==> config.mk <==
export PLATFORM = sky130hd
export DESIGN_NAME = tx_descriptor_queue
export DESIGN_NICKNAME = d
export VERILOG_FILES = /design/src/hw/rtl/txdq_pkg.sv /design/src/hw/rtl/txdq_ctrl.sv /design/src/hw/rtl/txdq_datapath.sv /design/src/hw/rtl/tx_descriptor_queue.sv
export SDC_FILE = /design/constraint.sdc
export NUM_CORES = 1
export LEC_CHECK = 0
export BUFFER_PORTS_ARGS = -buffer_cell sky130_fd_sc_hd__clkbuf_2
export CAP_MARGIN = 0
export CORE_MARGIN = 4
export CORE_UTILIZATION = 55
export CTS_BUF_LIST = sky130_fd_sc_hd__clkbuf_4
export DETAILED_ROUTE_END_ITERATION = 7
export PLACE_DENSITY = 0.71
export SYNTH_ARGS = -nofsm -noshare
export SYNTH_HDL_FRONTEND = slang
export SYNTH_SLANG_ARGS = --single-unit
==> constraint.sdc <==
create_clock -name clk -period 10.6 [get_ports clk]
set_input_delay 3.18 -clock clk [delete_from_list [all_inputs] [get_ports clk]]
set_output_delay 3.18 -clock clk [all_outputs]
set_load 0.02 [all_outputs]
==> src/hw/rtl/txdq_pkg.sv <==
// Package for the transmit descriptor queue.
// Holds the queue geometry, the request and response payload types and the FSM states.
// No dependencies.
`default_nettype none

package txdq_pkg;

	localparam int QUEUE_DEPTH = 8;
	localparam int PTR_W       = (QUEUE_DEPTH > 1) ? $clog2(QUEUE_DEPTH) : 1;
	localparam int CNT_W       = $clog2(QUEUE_DEPTH + 1);
	localparam int ADDR_W      = 32;
	localparam int LEN_W       = 16;
	localparam int TAG_W       = 16;

	typedef enum logic {
		FUNC_ENQUEUE = 1'b0,
		FUNC_DONE    = 1'b1
	} func_t;

	typedef struct packed {
		func_t             func;
		logic [ADDR_W-1:0] buf_addr;
		logic [LEN_W-1:0]  byte_count;
		logic              has_tag;
		logic [TAG_W-1:0]  tag;
	} req_t;

	typedef struct packed {
		logic              accepted;
		logic              start_valid;
		logic [ADDR_W-1:0] start_addr;
		logic [LEN_W-1:0]  start_len;
		logic              notify_valid;
		logic [TAG_W-1:0]  notify_tag;
	} rsp_t;

	typedef enum logic {
		ST_IDLE,
		ST_EXEC
	} state_t;

	typedef struct packed {
		logic load_item;
		logic commit;
	} cmd_t;

	typedef struct packed {
		logic rsp_free;
	} sts_t;

endpackage

`default_nettype wire

==> src/hw/rtl/txdq_ctrl.sv <==
// Controller FSM of the transmit descriptor queue.
// Sequences request capture and the commit of each transaction; uses txdq_pkg.
`default_nettype none

module txdq_ctrl (
	input  wire                clk,
	input  wire                arst_n,
	input  wire                req_valid,
	output logic               req_stall,
	input  wire txdq_pkg::sts_t sts,
	output txdq_pkg::cmd_t     cmd
);

	txdq_pkg::state_t state_q;
	txdq_pkg::state_t state_next;

	always_ff @(posedge clk or negedge arst_n) begin
		if (!arst_n) begin
			state_q <= txdq_pkg::ST_IDLE;
		end else begin
			state_q <= state_next;
		end
	end

	always_comb begin
		state_next = state_q;
		case (state_q)
			txdq_pkg::ST_IDLE: begin
				if (req_valid) begin
					state_next = txdq_pkg::ST_EXEC;
				end
			end
			txdq_pkg::ST_EXEC: begin
				if (sts.rsp_free) begin
					state_next = txdq_pkg::ST_IDLE;
				end
			end
			default: begin
				state_next = txdq_pkg::ST_IDLE;
			end
		endcase
	end

	always_comb begin
		req_stall     = 1'b1;
		cmd.load_item = 1'b0;
		cmd.commit    = 1'b0;
		case (state_q)
			txdq_pkg::ST_IDLE: begin
				req_stall     = 1'b0;
				cmd.load_item = req_valid;
			end
			txdq_pkg::ST_EXEC: begin
				cmd.commit = sts.rsp_free;
			end
			default: begin
				req_stall = 1'b1;
			end
		endcase
	end

endmodule

`default_nettype wire

==> src/hw/rtl/txdq_datapath.sv <==
// Datapath of the transmit descriptor queue: request register, descriptor ring
// memories, ring pointers, engine busy flag and response register; uses txdq_pkg.
`default_nettype none

module txdq_datapath (
	input  wire                clk,
	input  wire                arst_n,
	input  wire txdq_pkg::req_t req,
	input  wire txdq_pkg::cmd_t cmd,
	output txdq_pkg::sts_t     sts,
	output logic               rsp_valid,
	input  wire                rsp_stall,
	output txdq_pkg::rsp_t     rsp
);

	localparam int TAGE_W = txdq_pkg::TAG_W + 1;

	function automatic logic [txdq_pkg::PTR_W-1:0] next_ptr(
		input logic [txdq_pkg::PTR_W-1:0] p
	);
		logic [txdq_pkg::PTR_W-1:0] n;
		begin
			if (p == txdq_pkg::PTR_W'(txdq_pkg::QUEUE_DEPTH - 1)) begin
				n = '0;
			end else begin
				n = p + 1'b1;
			end
			return n;
		end
	endfunction

	logic [txdq_pkg::ADDR_W-1:0] addr_mem [txdq_pkg::QUEUE_DEPTH];
	logic [txdq_pkg::LEN_W-1:0]  len_mem  [txdq_pkg::QUEUE_DEPTH];
	logic [TAGE_W-1:0]           tag_mem  [txdq_pkg::QUEUE_DEPTH];

	txdq_pkg::req_t              item_q;
	logic [txdq_pkg::ADDR_W-1:0] addr_rd_q;
	logic [txdq_pkg::LEN_W-1:0]  len_rd_q;
	logic [TAGE_W-1:0]           tag_rd_q;
	logic [txdq_pkg::PTR_W-1:0]  wr_q;
	logic [txdq_pkg::PTR_W-1:0]  rd_q;
	logic [txdq_pkg::CNT_W-1:0]  cnt_q;
	logic                        busy_q;
	logic                        rsp_valid_q;
	txdq_pkg::rsp_t              rsp_q;

	logic                        is_enq;
	logic                        is_zero;
	logic                        is_full;
	logic                        do_store;
	logic                        do_pop;
	logic [txdq_pkg::CNT_W-1:0]  cnt_dec;
	txdq_pkg::rsp_t              result;
	logic [txdq_pkg::PTR_W-1:0]  wr_next;
	logic [txdq_pkg::PTR_W-1:0]  rd_next;
	logic [txdq_pkg::CNT_W-1:0]  cnt_next;
	logic                        busy_next;

	assign sts.rsp_free = !rsp_valid_q || !rsp_stall;
	assign rsp_valid    = rsp_valid_q;
	assign rsp          = rsp_q;

	always_ff @(posedge clk) begin
		if (cmd.load_item) begin
			item_q    <= req;
			tag_rd_q  <= tag_mem[rd_q];
			addr_rd_q <= addr_mem[next_ptr(rd_q)];
			len_rd_q  <= len_mem[next_ptr(rd_q)];
		end
		if (do_store) begin
			addr_mem[wr_q] <= item_q.buf_addr;
			len_mem[wr_q]  <= item_q.byte_count;
			tag_mem[wr_q]  <= {item_q.has_tag, item_q.tag};
		end
	end

	assign is_enq   = (item_q.func == txdq_pkg::FUNC_ENQUEUE);
	assign is_zero  = (item_q.byte_count == '0);
	assign is_full  = (cnt_q == txdq_pkg::CNT_W'(txdq_pkg::QUEUE_DEPTH));
	assign do_store = cmd.commit && is_enq && !is_zero && !is_full;
	assign do_pop   = cmd.commit && !is_enq && (cnt_q != '0);
	assign cnt_dec  = cnt_q - 1'b1;

	always_comb begin
		result    = '0;
		wr_next   = wr_q;
		rd_next   = rd_q;
		cnt_next  = cnt_q;
		busy_next = busy_q;
		if (is_enq) begin
			if (is_zero) begin
				result.accepted     = 1'b1;
				result.notify_valid = item_q.has_tag;
				result.notify_tag   = item_q.has_tag ? item_q.tag : '0;
			end else if (!is_full) begin
				result.accepted = 1'b1;
				wr_next         = next_ptr(wr_q);
				cnt_next        = cnt_q + 1'b1;
				if (cnt_q == '0 && !busy_q) begin
					busy_next          = 1'b1;
					result.start_valid = 1'b1;
					result.start_addr  = item_q.buf_addr;
					result.start_len   = item_q.byte_count;
				end
			end
		end else if (cnt_q != '0) begin
			cnt_next  = cnt_dec;
			rd_next   = next_ptr(rd_q);
			busy_next = 1'b0;
			if (tag_rd_q[TAGE_W-1]) begin
				result.notify_valid = 1'b1;
				result.notify_tag   = tag_rd_q[txdq_pkg::TAG_W-1:0];
			end
			if (cnt_dec != '0) begin
				busy_next          = 1'b1;
				result.start_valid = 1'b1;
				result.start_addr  = addr_rd_q;
				result.start_len   = len_rd_q;
			end
		end
	end

	always_ff @(posedge clk or negedge arst_n) begin
		if (!arst_n) begin
			wr_q        <= '0;
			rd_q        <= '0;
			cnt_q       <= '0;
			busy_q      <= 1'b0;
			rsp_valid_q <= 1'b0;
		end else begin
			if (cmd.commit) begin
				wr_q        <= wr_next;
				rd_q        <= rd_next;
				cnt_q       <= cnt_next;
				busy_q      <= busy_next;
				rsp_valid_q <= 1'b1;
			end else if (!rsp_stall) begin
				rsp_valid_q <= 1'b0;
			end
		end
	end

	always_ff @(posedge clk) begin
		if (cmd.commit) begin
			rsp_q <= result;
		end
	end

	a_cnt_bound: assert property (@(posedge clk) disable iff (!arst_n)
		cnt_q <= txdq_pkg::CNT_W'(txdq_pkg::QUEUE_DEPTH))
		else $error("descriptor count exceeds ring depth");

	a_busy_has_entry: assert property (@(posedge clk) disable iff (!arst_n)
		busy_q |-> (cnt_q != '0))
		else $error("engine busy with an empty ring");

	a_empty_ptrs: assert property (@(posedge clk) disable iff (!arst_n)
		(cnt_q == '0) |-> (rd_q == wr_q))
		else $error("empty ring with unequal heads");

	a_commit_rsp: assert property (@(posedge clk) disable iff (!arst_n)
		cmd.commit |=> rsp_valid_q)
		else $error("committed transaction produced no response");

	a_pop_store_excl: assert property (@(posedge clk) disable iff (!arst_n)
		!(do_store && do_pop))
		else $error("store and pop in the same transaction");

endmodule

`default_nettype wire

==> src/hw/rtl/tx_descriptor_queue.sv <==
// Transmit descriptor queue: a ring of DMA transmit descriptors with completion tags.
// A request is captured with a registered ring memory read, then committed once
// the response register is free, which registers its response. No new request is
// taken until that commit; a stalled response holds the next commit.
// Reset clears the ring heads, entry count, busy flag and response valid;
// descriptor storage is not cleared. Uses txdq_pkg, txdq_ctrl, txdq_datapath.
`default_nettype none

module tx_descriptor_queue (
	input  wire                clk,
	input  wire                arst_n,
	input  wire                req_valid,
	output logic               req_stall,
	input  wire txdq_pkg::req_t req,
	output logic               rsp_valid,
	input  wire                rsp_stall,
	output txdq_pkg::rsp_t     rsp
);

	txdq_pkg::cmd_t cmd;
	txdq_pkg::sts_t sts;

	txdq_ctrl u_ctrl (
		.clk       (clk),
		.arst_n    (arst_n),
		.req_valid (req_valid),
		.req_stall (req_stall),
		.sts       (sts),
		.cmd       (cmd)
	);

	txdq_datapath u_datapath (
		.clk       (clk),
		.arst_n    (arst_n),
		.req       (req),
		.cmd       (cmd),
		.sts       (sts),
		.rsp_valid (rsp_valid),
		.rsp_stall (rsp_stall),
		.rsp       (rsp)
	);

endmodule

`default_nettype wire

==> flow_metrics.env <==
export IMPL_outcome="finished, final reports clean"
export IMPL_p_leak_nw=10.60
export IMPL_critical_path_class="in -> reg"
export IMPL_routabilityCongestion=0.7290
export IMPL_max_freq_ghz=0.2041
export IMPL_grt_usage_pct=21.10
export IMPL_drt_pass1_iterations=5
export IMPL_die_h_um=232.3
export IMPL_post_synth_top_count_cell="edfxtp_1"
export IMPL_cts_root_buf="clkbuf_4"
export IMPL_port_buffers=138
export IMPL_crit_path_start_kind="input pin"
export IMPL_syn_area_um2=27680
export IMPL_fin_tns_setup_ns=0
export IMPL_hold_slack_ns=0.5143
export IMPL_synthArstFlopShare_pct=1.778
export IMPL_cp_required_ns=11.17
export IMPL_final_nets=1684
export IMPL_post_route_min_period_ns=4.899
export IMPL_vias_per_cell=5.765
export IMPL_htreeDepth=4
export IMPL_dieArea_um2=53980
export IMPL_grt_max_degree=72
export IMPL_place_area_um2=29130
export IMPL_grt_overflow=0
export IMPL_drcViolationCount=0
export IMPL_slew_limit_headroom_pct=16.05
export IMPL_peakVddDrop_mv=0.1691
export IMPL_ios=139
export IMPL_fill_cells=3430
export IMPL_p_per_area_nw_per_um2=279.5
export IMPL_cts_tree="yes"
export IMPL_fp_dieW_um=232.3
export IMPL_crit_path_start="rsp_stall"
export IMPL_synth_top_cell_area_share_pct=77.89
export IMPL_maxCapViolCount=0
export IMPL_dpl_hpwl_um=30020
export IMPL_wl_per_cell_um=23.04
export IMPL_cts_setup_buffers=0
export IMPL_synth_area_leaders="edfxtp_1, mux4_2, mux2_2"
export IMPL_clkTransAtPathRegs_ns=0.06
export IMPL_timing_final_crit_share_pct=46.21
export IMPL_cts_made_buffers=178
export IMPL_final_setup_viol_count=0
export IMPL_end_kind="register"
export IMPL_hold_violations=0
export IMPL_grt_pass1_vias=14630
export IMPL_timing_final_ws_setup_ns=5.701
export IMPL_crit_fanout=50
export IMPL_min_from="u_datapath.rsp_valid"
export IMPL_pre_cts_ws_ns=4.741
export IMPL_ys_seq_area_share_pct=79.06
export IMPL_synth_seq_cells=731
export IMPL_synth_top_area_cell="edfxtp_1"
export IMPL_regArea_um2=21890
export IMPL_synth_distinct_cells=48
export IMPL_clock_sinks=731
export IMPL_finalInstanceArea_um2=31410
export IMPL_arrival_ns=5.47
export IMPL_multi_input_area_um2=5503
export IMPL_holdBufCountCts=0
export IMPL_drive_above_1_share_pct=37.89
export IMPL_syn_to_final_growth_pct=13.45
export IMPL_clockBufferDepth=3
export IMPL_synth_nets=1417
export IMPL_ant_nets=0
export IMPL_vias=13920
export IMPL_finalWirelength_um=55630
export IMPL_coreArea_um2=49360
export IMPL_synthCells=1340
export IMPL_worstMarginPinSlew_ns=1.258
export IMPL_row_count=81
export IMPL_hp_class="reg -> reg"
export IMPL_yosys_warnings=0
export IMPL_rsz0062_at_grt="no"
export IMPL_reg2reg_from="u_datapath.rd_q[0]"
export IMPL_fin_skew_ns=0.05525
export IMPL_synth_flop_cell="edfxtp_1"
export IMPL_initial_utilization_pct=56.09
export IMPL_drv_slew=0
export IMPL_total_power_mw=8.779
export IMPL_post_cts_resize_count=0
export IMPL_grt_first_pass_wirelength_um=84610
export IMPL_synth_edf_count=718
export IMPL_postSynthAreaPerCell_um2=20.66
export IMPL_synth_common_cells="edfxtp_1, mux4_2, mux2_2, nand3_1, o2bb2ai_1"
export IMPL_antenna_found_initial=1
export IMPL_clk_latency_ns=0.98
export IMPL_drtIter0Drc=1195
[through the flow]
stage | util, % | instances
after floorplan | - | 1340
after global placement | 59.02 | 2091
after detailed placement | 59.02 | 2091
after CTS | 63.61 | 2411
after global routing | 63.62 | 2412
final | 63.63 | 2414
[kinds of logic after synthesis]
kind of cell | synth area share (%)
compound gates | 3.512
fa+ha+maj | 0.3164
simple gates | 3.675
buf+inv | 1.424
mux | 11.91
flops | 79.06
xor+xnor | 0.09494
[state kept, by name (all words and copies together) (netlist names)]
register	count
u_datapath.rd_q	3
u_datapath.rsp_valid	1
u_datapath.len_mem	128
u_datapath.rsp	67
u_datapath.tag_mem	136
u_datapath.len_rd_q	16
u_datapath.addr_mem	256
u_datapath.addr_rd_q	32
u_datapath.cnt_q	4
u_ctrl.state_q	1
u_datapath.item_q	66
u_datapath.busy_q	1
u_datapath.wr_q	3
u_datapath.tag_rd_q	17
[worst max-delay path, stage by stage]
cell	delay, ns
clkbuf_2	0.09
a21bo_2	0.28
nor2_1	0.17
nand3_1	0.33
nor2_4	0.61
buf_4	0.76
[report_power, final]
part | switching [mW] | total [mW] | internal [mW]
Sequential | 0.342 | 4.21 | 3.87
Clock | 1.09 | 2.27 | 1.19
Combinational | 1.25 | 2.29 | 1.04
Total | 2.68 | 8.78 | 6.10
[path summary, 6_finish.rpt]
path / end / slack, ns / depth (start not counted)
min in group asynchronous: u_datapath.wr_q[2] / 2.13 / 1
max in group asynchronous: u_datapath.rd_q[0] / 8.15 / 1
worst max-delay path: u_datapath.addr_mem[5][13] / 5.70 / 6
worst max register to register: u_datapath.addr_rd_q[4] / 6.00 / 6
worst min-delay path: u_datapath.rsp_valid / 0.51 / 1
worst min register to register: u_datapath.rsp_valid / 0.51 / 1
[per-layer routing]
| layer | global-route usage, % | up-vias | wire length (µm) | share of wire [%] |
|---|---|---|---|---|
| met4 | 8.444 | 0 | 1129 | 2.0 |
| met3 | 5.079 | 76 | 3648 | 6.6 |
| met1 | 27.94 | 7127 | 22720 | 41 |
| met2 | 34.29 | 566 | 28140 | 51 |
| met5 | 0 | - | 0 | 0 |
| li1 | - | 6147 | - | - |
[cells in the final DEF, fill, tap and decap left out, types with 3 or more instances in the layout]
| cell | instances |
|---|---|
| nor4_2 | 5 |
| diode_2 | 3 |
| nor3_2 | 4 |
| clkbuf_4 | 255 |
| nor2_1 | 43 |
| buf_4 | 26 |
| clkbuf_2 | 138 |
| clkinv_4 | 3 |
| ha_1 | 6 |
| nor2_4 | 4 |
| mux2i_1 | 19 |
| a21oi_1 | 20 |
| a22o_1 | 16 |
| clkinv_1 | 43 |
| mux2_2 | 52 |
| xnor2_1 | 3 |
| o21ai_0 | 39 |
| nand3_1 | 51 |
| clkinv_2 | 7 |
| bufinv_16 | 3 |
| inv_2 | 7 |
| nand2_1 | 41 |
| dfrtp_1 | 11 |
| o2bb2ai_1 | 48 |
| or2_2 | 31 |
| edfxtp_1 | 718 |
| mux4_2 | 112 |
| inv_1 | 3 |
[layout make-up]
| cell class | instances | area share, % |
|---|---|---|
| inverters | 4 | 0.05578 |
| clock inverters | 65 | 1.131 |
| repair buffers | 164 | 2.821 |
| diodes | 3 | 0.02390 |
| flip-flops and latches | 731 | 69.71 |
| multi-input cells | 528 | 17.52 |
| well taps | 664 | 2.645 |
| clock buffers | 255 | 6.096 |
No activity file was read; power rests on OpenSTA's default activity.
